**config.mk**
```make
export PLATFORM = sky130hd
export DESIGN_NAME = chapter_list_atom_parser
export DESIGN_NICKNAME = d
export VERILOG_FILES = /design/src/design/clap_pkg.sv /design/src/design/chapter_list_atom_parser.sv
export SDC_FILE = /design/constraint.sdc
export NUM_CORES = 1
export LEC_CHECK = 0
export BUFFER_PORTS_ARGS = -buffer_cell sky130_fd_sc_hd__buf_2
export CORE_ASPECT_RATIO = 0.9
export CORE_MARGIN = 2
export CORE_UTILIZATION = 54
export CTS_CLUSTER_SIZE = 20
export DETAILED_ROUTE_END_ITERATION = 8
export GPL_ROUTABILITY_DRIVEN = 0
export PLACE_DENSITY = 0.78
export SETUP_SLACK_MARGIN = 0.1
export SYNTH_ARGS = -nofsm -noshare
export SYNTH_HDL_FRONTEND = slang
export SYNTH_SLANG_ARGS = --single-unit
export TNS_END_PERCENT = 5
```
**constraint.sdc**
```tcl
create_clock -name i_clk -period 8.95 [get_ports i_clk]
set_input_delay 0.4475 -clock i_clk [delete_from_list [all_inputs] [get_ports i_clk]]
set_output_delay 0.4475 -clock i_clk [all_outputs]
set_load 0.02 [all_outputs]
```
**src/design/clap_pkg.sv**
```systemverilog
// Package for the chapter-list atom parser: request types, parse phases,
// result kinds and fixed constants of the atom layout.
// No dependencies.
package clap_pkg;

    // Default width of the payload length and byte position
    localparam int unsigned LENGTH_BITS_DEF = 20;

    // Atom layout constants
    localparam int unsigned ENTRY_MIN_BYTES = 9;  // time, length byte
    localparam int unsigned COUNT_POS_V0    = 4;  // count byte, version 0
    localparam int unsigned COUNT_POS_V1    = 8;  // count byte, version >= 1
    localparam int unsigned TIME_BYTES      = 8;  // big-endian start time

    // Parse phases
    typedef enum logic [2:0] {
        PH_HEADER = 3'd0,
        PH_TIME   = 3'd1,
        PH_LEN    = 3'd2,
        PH_TITLE  = 3'd3,
        PH_DONE   = 3'd4
    } t_phase;

    // Result kinds
    typedef enum logic [1:0] {
        KIND_CHAPTER = 2'd0,
        KIND_TITLE   = 2'd1,
        KIND_END     = 2'd2
    } t_kind;

    // One input request: one payload byte
    typedef struct packed {
        logic       restart;
        logic [7:0] data_byte;
    } t_chpl_in;

    // One result request
    typedef struct packed {
        t_kind              item_kind;
        logic [7:0]         chapter_index;
        logic signed [63:0] start_time;
        logic [7:0]         title_length;
        logic [7:0]         title_byte;
        logic               end_of_list;
        logic [7:0]         chapters_found;
    } t_chpl_out;

endpackage

```
**src/design/chapter_list_atom_parser.sv**
```systemverilog
// Chapter-list atom parser top level: byte-serial header/entry parse with
// input register, parse state and result register.
// Depends on clap_pkg.
//
// Takes one payload byte per request and returns at most one result per byte:
// a chapter record when an entry's title length byte arrives, one result per
// title byte, and an end marker on the final payload byte when that byte has
// nothing else to report (otherwise the final result carries end_of_list).
// A byte with restart set begins a new payload. The block accepts a byte in
// every cycle; a result passes through the input and result registers, and
// only the consumer holding off the result register slows the byte rate (an
// input stage of one byte and a result register of one result sit between).
// The user must write the payload length through the configuration channel
// only while no byte is in flight; the block itself does not enforce this.
module chapter_list_atom_parser #(
    parameter int unsigned LENGTH_BITS = clap_pkg::LENGTH_BITS_DEF
) (
    input  logic                   i_clk,
    input  logic                   i_rst_n,
    // Byte input
    input  logic                   i_in_valid,
    output logic                   o_in_ready,
    input  clap_pkg::t_chpl_in     i_in_data,
    // Result output
    output logic                   o_out_valid,
    input  logic                   i_out_ready,
    output clap_pkg::t_chpl_out    o_out_data,
    // Payload length register
    input  logic                   i_cfg_valid,
    output logic                   o_cfg_ready,
    input  logic [LENGTH_BITS-1:0] i_cfg_data
);
    import clap_pkg::*;

    localparam logic [LENGTH_BITS-1:0] L_ENTRY_MIN  = LENGTH_BITS'(ENTRY_MIN_BYTES);
    localparam logic [LENGTH_BITS-1:0] L_COUNT_V0   = LENGTH_BITS'(COUNT_POS_V0);
    localparam logic [LENGTH_BITS-1:0] L_COUNT_V1   = LENGTH_BITS'(COUNT_POS_V1);
    localparam logic [LENGTH_BITS-1:0] L_ONE        = LENGTH_BITS'(1);
    localparam logic [2:0]             L_TIME_LAST  = 3'(TIME_BYTES - 1);

    // Configuration and pipeline registers
    logic [LENGTH_BITS-1:0] r_len;
    logic                   r_in_valid;
    t_chpl_in               r_in;
    logic                   r_out_valid;
    t_chpl_out              r_out;

    // Parse state
    logic [LENGTH_BITS-1:0] r_pos;
    t_phase                 r_phase;
    logic                   r_vnz;
    logic [7:0]             r_left;
    logic [7:0]             r_cnt;
    logic [63:0]            r_shift;
    logic [7:0]             r_tleft;
    logic [2:0]             r_fbc;

    // Next state
    logic [LENGTH_BITS-1:0] n_pos;
    t_phase                 n_phase;
    logic                   n_vnz;
    logic [7:0]             n_left;
    logic [7:0]             n_cnt;
    logic [63:0]            n_shift;
    logic [7:0]             n_tleft;
    logic [2:0]             n_fbc;

    // Effective state after an optional restart
    logic [LENGTH_BITS-1:0] c_pos;
    t_phase                 c_phase;
    logic                   c_vnz;
    logic [7:0]             c_left;
    logic [7:0]             c_cnt;
    logic [63:0]            c_shift;
    logic [7:0]             c_tleft;
    logic [2:0]             c_fbc;

    logic                   w_out_free;
    logic                   w_proc;
    logic [7:0]             w_byte;
    logic                   w_in_range;
    logic                   w_last;
    logic                   w_parse;
    logic [LENGTH_BITS-1:0] w_rem;
    logic                   w_fits;
    logic [7:0]             w_tleft_dec;
    logic                   n_emit;
    t_chpl_out              n_out;

    // Handshakes
    assign w_out_free  = !r_out_valid || i_out_ready;
    assign w_proc      = r_in_valid && w_out_free;
    assign o_in_ready  = !r_in_valid || w_out_free;
    assign o_cfg_ready = 1'b1;
    assign o_out_valid = r_out_valid;
    assign o_out_data  = r_out;

    // Apply restart ahead of the parse
    always_comb begin
        if (r_in.restart) begin
            c_pos   = '0;
            c_phase = PH_HEADER;
            c_vnz   = 1'b0;
            c_left  = '0;
            c_cnt   = '0;
            c_shift = '0;
            c_tleft = '0;
            c_fbc   = '0;
        end else begin
            c_pos   = r_pos;
            c_phase = r_phase;
            c_vnz   = r_vnz;
            c_left  = r_left;
            c_cnt   = r_cnt;
            c_shift = r_shift;
            c_tleft = r_tleft;
            c_fbc   = r_fbc;
        end
    end

    // Position checks against the current length
    assign w_byte      = r_in.data_byte;
    assign w_in_range  = c_pos < r_len;
    assign w_last      = w_in_range && ((c_pos + L_ONE) == r_len);
    assign w_parse     = w_in_range && (r_len >= L_ENTRY_MIN);
    assign w_rem       = r_len - c_pos;
    assign w_fits      = (w_byte != 8'd0) && (LENGTH_BITS'(w_byte) < w_rem);
    assign w_tleft_dec = c_tleft - 8'd1;

    // Next parse state
    always_comb begin
        n_pos   = c_pos;
        n_phase = c_phase;
        n_vnz   = c_vnz;
        n_left  = c_left;
        n_cnt   = c_cnt;
        n_shift = c_shift;
        n_tleft = c_tleft;
        n_fbc   = c_fbc;
        n_emit  = 1'b0;
        if (w_in_range) begin
            n_pos = c_pos + L_ONE;
        end
        if (w_parse) begin
            unique case (c_phase)
                PH_HEADER: begin
                    if (c_pos == '0) begin
                        n_vnz = (w_byte != 8'd0);
                    end
                    if (c_pos == (n_vnz ? L_COUNT_V1 : L_COUNT_V0)) begin
                        n_left  = w_byte;
                        n_fbc   = '0;
                        n_phase = PH_TIME;
                    end
                end
                PH_TIME: begin
                    if (c_fbc == '0 && (c_left == '0 || w_rem < L_ENTRY_MIN)) begin
                        n_phase = PH_DONE;
                    end else begin
                        n_shift = {c_shift[55:0], w_byte};
                        if (c_fbc == L_TIME_LAST) begin
                            n_fbc   = '0;
                            n_phase = PH_LEN;
                        end else begin
                            n_fbc = c_fbc + 3'd1;
                        end
                    end
                end
                PH_LEN: begin
                    n_emit = 1'b1;
                    n_cnt  = c_cnt + 8'd1;
                    n_left = c_left - 8'd1;
                    if (w_fits) begin
                        n_tleft = w_byte;
                        n_phase = PH_TITLE;
                    end else begin
                        n_fbc   = '0;
                        n_phase = PH_TIME;
                    end
                end
                PH_TITLE: begin
                    n_emit  = 1'b1;
                    n_tleft = w_tleft_dec;
                    if (w_tleft_dec == '0) begin
                        n_fbc   = '0;
                        n_phase = PH_TIME;
                    end
                end
                default: begin
                    n_phase = PH_DONE;
                end
            endcase
        end
    end

    // Result fields
    always_comb begin
        n_out                = '0;
        n_out.item_kind      = KIND_END;
        n_out.end_of_list    = w_last;
        n_out.chapters_found = n_cnt;
        if (n_emit) begin
            n_out.start_time = c_shift;
            if (c_phase == PH_LEN) begin
                n_out.item_kind     = KIND_CHAPTER;
                n_out.chapter_index = c_cnt;
                n_out.title_length  = w_fits ? w_byte : 8'd0;
            end else begin
                n_out.item_kind     = KIND_TITLE;
                n_out.chapter_index = c_cnt - 8'd1;
                n_out.title_length  = w_tleft_dec;
                n_out.title_byte    = w_byte;
            end
        end
    end

    // Control and parse state registers
    always_ff @(posedge i_clk) begin
        if (!i_rst_n) begin
            r_len       <= '0;
            r_in_valid  <= 1'b0;
            r_out_valid <= 1'b0;
            r_pos       <= '0;
            r_phase     <= PH_HEADER;
            r_vnz       <= 1'b0;
            r_left      <= '0;
            r_cnt       <= '0;
            r_shift     <= '0;
            r_tleft     <= '0;
            r_fbc       <= '0;
        end else begin
            if (i_cfg_valid && o_cfg_ready) begin
                r_len <= i_cfg_data;
            end
            if (o_in_ready) begin
                r_in_valid <= i_in_valid;
            end
            if (w_out_free) begin
                r_out_valid <= w_proc && (n_emit || w_last);
            end
            if (w_proc) begin
                r_pos   <= n_pos;
                r_phase <= n_phase;
                r_vnz   <= n_vnz;
                r_left  <= n_left;
                r_cnt   <= n_cnt;
                r_shift <= n_shift;
                r_tleft <= n_tleft;
                r_fbc   <= n_fbc;
            end
        end
    end

    // Payload registers
    always_ff @(posedge i_clk) begin
        if (i_in_valid && o_in_ready) begin
            r_in <= i_in_data;
        end
        if (w_proc && (n_emit || w_last)) begin
            r_out <= n_out;
        end
    end

    // End markers only ever close the payload
    a_end_marker_last: assert property (@(posedge i_clk) disable iff (!i_rst_n)
        o_out_valid && o_out_data.item_kind == KIND_END |-> o_out_data.end_of_list)
        else $error("end marker without end_of_list");

    // A chapter record counts itself
    a_record_count: assert property (@(posedge i_clk) disable iff (!i_rst_n)
        o_out_valid && o_out_data.item_kind == KIND_CHAPTER |->
            o_out_data.chapters_found == 8'(o_out_data.chapter_index + 8'd1))
        else $error("chapters_found out of step with chapter_index");

    // Title phase always has bytes left
    a_title_left: assert property (@(posedge i_clk) disable iff (!i_rst_n)
        r_phase == PH_TITLE |-> r_tleft != 8'd0)
        else $error("title phase with no title bytes left");

endmodule
```
# Word-level counts from Yosys, hierarchy flattened

Index checks and enable logic that the tools add are counted.

Muxes and demuxes: 45
Add/subtract/negate cells: 7
Reductions and logical operators: 21
Bitwise operators: 1
Magnitude comparators: 4
Eq/ne operators: 6

Operator list:

| operator                                                                              | count |
|---|---|
| 64-bit two-way mux                                                                    | 4 |
| 8-bit two-way mux                                                                     | 11 |
| 20-bit two-way mux                                                                    | 2 |
| 3-bit two-way mux                                                                     | 13 |
| 8-bit case mux with 2 select lines                                                    | 2 |
| 3-bit case mux with 4 select lines                                                    | 2 |
| 8-bit by 1-bit subtractor with 8-bit output (second input constant)                   | 3 |
| 20-bit by 1-bit adder with 20-bit output (second input constant)                      | 1 |
| 20-bit equality test                                                                  | 1 |
| 20-bit by 4-bit equality test with 1-bit output                                       | 1 |
| 20-bit by 4-bit greater-or-equal comparator with 1-bit output (second input constant) | 1 |
| 20-bit zero test                                                                      | 1 |
| 20-bit < comparator                                                                   | 1 |
| 20-bit by 4-bit < comparator with 1-bit output (second input constant)                | 1 |
| 8-bit by 20-bit < comparator with 1-bit output                                        | 1 |
| 20-bit subtractor                                                                     | 1 |
| 8-bit zero test                                                                       | 2 |
| 9-bit two-way mux                                                                     | 1 |
| 8-bit by 1-bit adder with 8-bit output (second input constant)                        | 1 |
| 1-bit two-way mux                                                                     | 8 |
| 8-bit nonzero test                                                                    | 1 |
| 1-bit logical AND                                                                     | 7 |
| 3-bit by 2-bit equality test with 1-bit output (second input constant)                | 2 |
| 3-bit zero test                                                                       | 2 |
| other kinds (9)                                                                       | 14 |

Input port bits: 34
Output and inout bits: 102
Register bits: 245

# Logic depth before layout (Yosys ltp)

Gate-level depths: netlist (run 1).

Depth in word-level cells: 10
Gate-level depth with buffers: 21
Mapped depth without buffers: 16

# Worst setup path before layout (run 1)

OpenSTA, ideal clock, no wires.

Path kind: reg-to-reg
From: register r_in[8] in the netlist's numbering
To: register r_out, in the netlist o_out_data[0] (enable)
Buffers on the path: 6
Required time: 8,393 ps
Clock period less this slack: 8,829 ps
Slack: 121 ps
Arrival: 8,271 ps
Stages on the path, launching flop included: 18
Path through: edfxtp_1 -> clkbuf_1 -> clkbuf_1 -> clkbuf_1 -> clkbuf_1 -> clkbuf_1 -> clkbuf_1 -> nor2b_1 -> ha_1 -> fa_1 -> nand3b_1 -> a21oi_1 -> o2111ai_1 -> a31oi_1 -> o21ai_1 -> nor4_2 -> nor2_1 -> nor2_1

Elaborated cells between the ends (all ways): 14
Classes of those cells: 1 x add/sub; 1 x order compare; 3 x eq/ne; 4 x mux; 5 x reduce/logical

RTL lines:

| what                                     | line                            | text |
|---|---|---|
| start, declared                          | chapter_list_atom_parser.sv:44  | `t_chpl_in r_in;` |
| start signal, assigned                   | chapter_list_atom_parser.sv:257 | `r_in <= i_in_data;` |
| 20-bit two-way mux *                     | chapter_list_atom_parser.sv:100 | `if (r_in.restart) begin` |
| 20-bit by 1-bit adder with 20-bit output | chapter_list_atom_parser.sv:124 | `assign w_last = w_in_range && ((c_pos + L_ONE) == r_len);` |
| 20-bit equality test                     | chapter_list_atom_parser.sv:124 |  |
| 1-bit logical AND *                      | chapter_list_atom_parser.sv:124 |  |
| net w_last                               | chapter_list_atom_parser.sv:82  | `logic w_last;` |
| 1-bit logical OR *                       | chapter_list_atom_parser.sv:259 | `if (w_proc && (n_emit \|\| w_last)) begin` |
| 1-bit logical AND *                      | chapter_list_atom_parser.sv:259 |  |
| end signal, assigned                     | chapter_list_atom_parser.sv:260 | `r_out <= n_out;` |
| end, declared                            | chapter_list_atom_parser.sv:46  | `t_chpl_out r_out;` |

The timed path passes the listed nets; every way through them passes the cells marked *.
A chain may end at the register's enable or synchronous reset.

# Final worst setup path (run 1)

From: register r_in[8] in the netlist's numbering
To: register r_out, in the netlist o_out_data[7] (enable)

The elaborated chain is that of the path after synthesis.

==> results of run 1 <==
[Yosys cell counts (all sizes together) (5+ instances only)]
master,instances,share of area [%]
mux2i,85,6.5
o22ai,5,0.24
a31oi,19,1.0
edfxtp,108,25
nor4,23,1.3
xor2,23,1.5
o21ai,60,2.3
o211ai,6,0.34
a211oi,7,0.44
nor3,23,1.0
and3,24,1.1
xnor2,39,2.6
or3,8,0.42
nand4,15,0.76
buf,25,1.7
o211a,5,0.38
nor2b,15,0.71
nand3b,7,0.40
a21boi,6,0.40
and2,69,3.3
clkbuf,75,2.1
nand3,92,3.5
a22oi,11,0.63
nor2,97,2.8
dfxtp,137,21
a21oi,69,2.6
o21a,14,0.80
o2111ai,8,0.53
nand2,162,4.6
a21o,7,0.40
nand2b,9,0.43
inv,28,0.80
ha,40,3.8
[sequential cells by signal, summed over array words and instances (netlist names)]
register     cells
r_cnt            8
r_phase          3
o_out_data      99
r_pos           20
r_left           8
r_tleft          8
r_len           20
o_out_valid      1
r_vnz            1
w_byte           8
r_fbc            3
r_in_valid       1
r_in             1
r_shift         64
[worst max-delay path: stages, from the launching register on]
cell and delay, ps:
sky130_fd_sc_hd__edfxtp_1 340, sky130_fd_sc_hd__buf_4 350, sky130_fd_sc_hd__buf_4 480, sky130_fd_sc_hd__nor2b_1 180, sky130_fd_sc_hd__ha_1 240, sky130_fd_sc_hd__fa_1 420, sky130_fd_sc_hd__nand3b_1 230, sky130_fd_sc_hd__a21oi_1 230
sky130_fd_sc_hd__o2111ai_1 190, sky130_fd_sc_hd__a31oi_1 390, sky130_fd_sc_hd__o21ai_1 290, sky130_fd_sc_hd__nor4_2 420, sky130_fd_sc_hd__nor2_1 150, sky130_fd_sc_hd__nor2_4 580, sky130_fd_sc_hd__buf_4 830
[worst min-delay path by stage]
stage / endpoint / slack [ps]
detailed placement: r_shift[25]$_SDFFE_PN0P_ / 460
CTS: w_byte[0]$_DFFE_PP_ / 60
global placement: r_shift[63]$_SDFFE_PN0P_ / 450
finish: w_byte[4]$_DFFE_PP_ / 80
floorplan: r_shift[10]$_SDFFE_PN0P_ / 440
global route: w_byte[4]$_DFFE_PP_ / 60
[area by class of cell]
type	instances	area, um2
fillers	2027	9320
flip-flops and latches	245	5986
inverters	28	105.1
multi-input cells	1016	6565
well taps	308	385.4
repair buffers	148	778.2
clock buffers	38	810.8
clock inverters	10	102.6
[power groups by stage]
stage / logic [mW] / registers, mW / clock network (mW)
after floorplan: 0.186 / 1.21 / 0
after global placement: 0.237 / 1.21 / 0
after detailed placement: 0.242 / 1.21 / 0
after CTS: 0.244 / 1.19 / 1.13
after global routing: 0.273 / 1.19 / 1.18
final: 0.249 / 1.19 / 1.12
[through the flow]
step / cells / util [%] / power (mW) / worst slack (ps) / hold slack, ps
after global placement: 1745 / 57.45 / 1.451 / 3427 / 452.1
after floorplan: 1389 / - / 1.391 / 121.3 / 443.4
after detailed placement: 1745 / 57.45 / 1.456 / 3212 / 461.1
final: 1793 / 61.25 / 2.556 / 3110 / 77.44
after global routing: 1793 / 61.25 / 2.644 / 2763 / 58.28
after CTS: 1793 / 61.25 / 2.567 / 3198 / 58.11
[cell families after synthesis]
kind of cell             count (synthesis)  synth area share, %
adder cells (fa/ha/maj)                 41                3.960
multiplexers                            87                6.644
buffers and inverters                  128                4.664
flip-flops                             245                45.54
AO/OA/AOI/OAI                          265                13.58
XOR/XNOR                                62                4.131
AND/OR/NAND/NOR                        560                21.45
other                                    1              0.02853
[per-layer routing]
layer,share of wire [%],vias to the layer above
met5,0,-
met4,3.6,0
met3,7.5,91
met2,45,474
met1,44,5086
li1,-,5177
==> flow_summary.yaml, run 1 <==
outcome:
  status: "finished clean"
hold_path:
  hp-start: "i_in_data[4]"
  min_path_type: "primary input to register"
  hold-path-cell-count: 1
detailed_routing:
  wire_per_inst_um: 18.08
  drt_iter0_drc: 1135
  vias_per_cell: 6.039
  drt.antenna.violating_nets: 0
  drc: 0
  first_pass_iters: 5
  vias: 10828
  drt-total-wl_um: 32420
logic_synthesis:
  synth_async_sr_flop_share_pct: 0
  syn-instance-count: 1389
  synth.ff_latch_count: 245
  post_synth_instance_area_mm2: 0.01315
  syn_area_per_cell_um2: 9.464
  yosysSeqAreaShare_pct: 45.54
  net_count_after_synthesis: 1464
  post_synth_num_cell_types: 86
  synth.yosys.warnings: 0
  synth_top_flop_cell: "sky130_fd_sc_hd__dfxtp_1"
  synth_enable_flop_cells: 108
global_routing:
  grt.total_usage_pct: 24.73
  first_pass_grt_wire_length_um: 52300
  use_met2_pct: 38.00
  grt-ovfl-total: 0
  grt_start_max_net_pins: 93
  grt_pass1_vias: 9934
  antenna_found_initial: 0
  globalRouteMet3Util_pct: 3.621
  grt-busiest-layer: "met2"
  globalRouteMet1Util_pct: 35.54
placement:
  dp_hpwl_um: 22240
  place.port_buffers: 134
  instance_area_at_placement_mm2: 0.01382
critical_path:
  startpoint: "r_in[8]$_DFFE_PP_"
  crit_path_max_fanout: 76
  worstSetupStartpointType: "register"
  regToRegSetupSlack_ps: 3110
  cp.arrival_ps: 6000
  worstSetupPathType: "register to register"
  worstReg2RegStart: "r_in[8]$_DFFE_PP_"
  worstRegToRegCells: 14
  worst_r2r_endpoint: "o_out_data[7]$_DFFE_PP_"
  end_kind: "register"
  worst_ep_required_time_ps: 9110
  crit_end: "o_out_data[7]$_DFFE_PP_"
final_layout:
  final_common_cell: "sky130_fd_sc_hd__nand2_1"
  final_design_area_no_fill_mm2: 0.01473
  most-common-layout-cells: "sky130_fd_sc_hd__nand2_1, sky130_fd_sc_hd__dfxtp_1, sky130_fd_sc_hd__buf_2"
  antenna_diode_count: 0
  area_growth_pct: 12.08
  fin_nets: 1540
  layout_cell_share_with_drive_strength_beyond_1_pct: 14.68
clock_network:
  cts_hold_buffers: 0
  cts_tree: "done"
  cts-resized-gates: 0
  htree_levels: 1
  ctsLongestPathBuffers: 3
  clock_latency_on_the_worst_skew_pair_ps: 540
  ctsRootBufferMaster: "sky130_fd_sc_hd__clkbuf_16"
  cts_made_buffers: 26
  number_of_buffers_inserted_by_post_cts_setup_repair: 0
  cts.reportedPaths.clkPinSlew_ps: 60
  cts_sinks: 245
flow_run:
  drv.max_cap_violation_count: 0
floorplanning:
  core.rowCount: 54
  dieHeight_um: 152.0
  pin_count: 136
  die_width_um: 168.5
  area_enclosed_by_the_die_boundary_mm2: 0.02561
  floorplan_core_area_mm2: 0.02405
  initial_core_utilization_pct: 54.65
power:
  internal-power_mw: 1.923
  switching_power_mw: 0.6327
  powerDensity_mw_per_mm2: 173.5
  power_frac_seq_pct: 46.6
  pwr-share-comb_pct: 9.7
  part_of_the_power_in_the_clock_network_pct: 43.7
  static-leakage-power_nw: 5.603
  switch_share_pct: 24.75
  worst_case_vdd_ir_drop_uv: 148.0
timing:
  setup_viol: 0
  unrepaired_setup_endpoints_after_global_routing: "false"
  final_count_of_pins_violating_max_slew: 0
  finalCriticalPeriod_ps: 5840
  maxClockFrequency_ghz: 0.1712
  worst_clock_skew_ps: 17.46
  max-slew-margin-rel_pct: 34.97
  setup_total_negative_slack_ps: 0
  timing_worst_slew_pin_value_ps: 975.5
  finalHoldViolCount: 0
  post-route-period-util_pct: 65.25
No activity file was read; power rests on OpenSTA's default activity.
==> run 2: changes to the inputs <==
clock period = 5 ns   (was 8.95 ns; I/O delays follow)
==> run 2 against run 1 <==
Sequential share of layout area is 1.2 points lower. Clock skew decreased by 1.9 ps. Count of clock-buffer cells in the layout fell by 3. Non-clock buffer count is 34 higher. Worst setup slack lost 2700 ps. Power increased by 81%. Die area stayed put.
==> flow_summary.yaml, run 2 (same netlist as run 1, synthesis figures left out) <==
outcome:
  status: "finished clean"
clock_network:
  clock_latency_on_the_worst_skew_pair_ps: 550
  cts_made_buffers: 25
  ctsRootBufferMaster: "sky130_fd_sc_hd__clkbuf_16"
  ctsLongestPathBuffers: 3
  cts-resized-gates: 0
  cts.reportedPaths.clkPinSlew_ps: 70
  cts_tree: "done"
  htree_levels: 1
  cts_sinks: 245
hold_path:
  min_path_type: "primary input to register"
  hp-start: "i_rst_n"
  endpoint_of_the_worst_hold_path: "r_cnt[1]$_SDFFE_PN0P_"
  hold-path-cell-count: 2
floorplanning:
  dieHeight_um: 152.0
  floorplan_core_area_mm2: 0.02405
  core.rowCount: 54
  initial_core_utilization_pct: 54.65
  die_width_um: 168.5
  area_enclosed_by_the_die_boundary_mm2: 0.02561
  pin_count: 136
power:
  static-leakage-power_nw: 5.765
  worst_case_vdd_ir_drop_uv: 258.6
  powerDensity_mw_per_mm2: 305.2
  switch_share_pct: 24.46
  internal-power_mw: 3.497
  total_power_mw: 4.629
  part_of_the_power_in_the_clock_network_pct: 43.8
  power_frac_seq_pct: 46.1
  switching_power_mw: 1.132
  pwr-share-comb_pct: 10.2
global_routing:
  first_pass_grt_wire_length_um: 53220
  grt_start_max_net_pins: 128
  grt.total_usage_pct: 25.26
  grt_pass1_vias: 10518
  antenna_found_initial: 0
  grt-ovfl-total: 0
flow_run:
  drv.max_cap_violation_count: 0
timing:
  setup_total_negative_slack_ps: 0
  final_worst_setup_slack_ps: 433.7
  finalCriticalPeriod_ps: 4566
  max-slew-margin-rel_pct: 22.89
  worst_hold_slack_ps: 66.63
  final_count_of_pins_violating_max_slew: 0
  maxClockFrequency_ghz: 0.2190
  timing_worst_slew_pin_value_ps: 1157
  worst_clock_skew_ps: 15.57
  unrepaired_setup_endpoints_after_global_routing: "false"
  setup_viol: 0
  post-route-period-util_pct: 91.33
  finalHoldViolCount: 0
final_layout:
  filler_cell_count: 1906
  most-common-layout-cells: "sky130_fd_sc_hd__nand2_1, sky130_fd_sc_hd__dfxtp_1, sky130_fd_sc_hd__buf_2"
  antenna_diode_count: 0
  post-route-util_pct: 63.05
  fin_nets: 1573
  area_growth_pct: 15.37
  final_common_cell: "sky130_fd_sc_hd__nand2_1"
  layout_cell_share_with_drive_strength_beyond_1_pct: 15.43
  largest_register_ff_count: 99
critical_path:
  regToRegSetupSlack_ps: 430
  timing.critical_path.slowest_stage_cell: "sky130_fd_sc_hd__nor4_4"
  worstSetupStartpointType: "register"
  path_cells: "inv_1 -> nand2_1 -> ha_1 -> a21oi_1 -> a211oi_1 -> or4_1 -> a32oi_1 -> o2111ai_1 -> nor4_4 -> a31oi_4 -> nand4_4 -> buf_12 -> mux2i_1"
  critPathMaxStageDelay_ps: 570
  end_kind: "register"
  worst_r2r_endpoint: "r_shift[18]$_SDFFE_PN0P_"
  worstReg2RegStart: "r_in[8]$_DFFE_PP_"
  worst_ep_required_time_ps: 5450
  crit_path_max_fanout: 65
  worstRegToRegCells: 13
  cp.arrival_ps: 5020
  worstSetupPathType: "register to register"
detailed_routing:
  drt_iter0_drc: 1162
  drt-total-wl_um: 32990
  first_pass_iters: 6
  wire_per_inst_um: 18.08
  vias_per_cell: 6.022
  drc: 0
  vias: 10990
  drt.antenna.violating_nets: 0
placement:
  dp_hpwl_um: 22300
  detailedPlace.worstSlack_ps: 548.4
  place.port_buffers: 134
run 2: cell count changes in the layout (fill, tap and decap cells not counted), moves of 2 or more:
cell / before / now
sky130_fd_sc_hd__clkbuf_8: 3 / 5
sky130_fd_sc_hd__ha_4: 0 / 2
sky130_fd_sc_hd__clkbuf_1: 5 / 3
sky130_fd_sc_hd__clkinv_8: 2 / 0
sky130_fd_sc_hd__bufinv_16: 1 / 3
sky130_fd_sc_hd__dlygate4sd3_1: 0 / 30
sky130_fd_sc_hd__ha_1: 40 / 38
sky130_fd_sc_hd__buf_12: 0 / 3
sky130_fd_sc_hd__clkbuf_16: 30 / 27
run 2: layer usage:
| metal | share of wire (%) | vias up | routed length [um] | track usage, % |
|---|---|---|---|---|
| met4 | 2.9 | 0 | 969 | 8.374 |
| met3 | 6.4 | 76 | 2107 | 3.647 |
| met1 | 43 | 5258 | 14220 | 34.13 |
| met2 | 48 | 425 | 15690 | 41.92 |
| met5 | 0 | - | 0 | 0 |
| li1 | - | 5231 | - | - |
run 2: critical path, delay by kind of cell, from the launching register on:
kind,cells,cell delay [ps]
AO/OA/AOI/OAI,5,1070
adder cells (fa/ha/maj),1,360
buffers and inverters,2,870
flip-flops,1,430
multiplexers,1,320
AND/OR/NAND/NOR,4,1420
run 2: what timing repair did:
item / in CTS / in global routing
hold endpoints to repair: 30 / 0
endpoints found under the setup margin: 0 / 0
hold buffers: 30 / 0
setup buffers: 0 / 0
run 2: worst max-delay path by stage:
stage	to	cells past startpoint	start	slack (ps)
3_5_place_dp	r_tleft[3]$_SDFFE_PN0P_	14	r_in[8]$_DFFE_PP_	550
4_1_cts	r_tleft[3]$_SDFFE_PN0P_	14	r_in[8]$_DFFE_PP_	550
2_1_floorplan	o_out_data[0]$_DFFE_PP_	17	r_in[8]$_DFFE_PP_	-80
5_1_grt	r_shift[18]$_SDFFE_PN0P_	13	r_in[8]$_DFFE_PP_	200
6_report	r_shift[18]$_SDFFE_PN0P_	13	r_in[8]$_DFFE_PP_	430
3_3_place_gp	r_tleft[3]$_SDFFE_PN0P_	14	r_in[8]$_DFFE_PP_	680
run 2: power groups by stage:
stage	registers (mW)	clock network [mW]	logic [mW]
global placement	2.17	0	0.433
finish	2.13	2.03	0.471
floorplan	2.16	0	0.348
CTS	2.13	2.05	0.463
detailed placement	2.17	0	0.443
global route	2.13	2.13	0.516
run 2: stage by stage:
stage                     std cells  cell area (um2)
after floorplan                1389            13320
after global placement         1749            13950
after detailed placement       1749            13950
after CTS                      1825            15170
after global routing           1825            15170
final                          1825            15170
run 2: final cells by class:
| class | instances | area, um2 | share of cell area, % |
|---|---|---|---|
| multi-input cells | 1016 | 6633 | 43.73 |
| flip-flops and latches | 245 | 5986 | 39.47 |
| repair buffers | 182 | 1146 | 7.557 |
| clock buffers | 35 | 755.7 | 4.983 |
| well taps | 308 | 385.4 | 2.541 |
| clock inverters | 11 | 155.1 | 1.023 |
| inverters | 28 | 105.1 | 0.6930 |
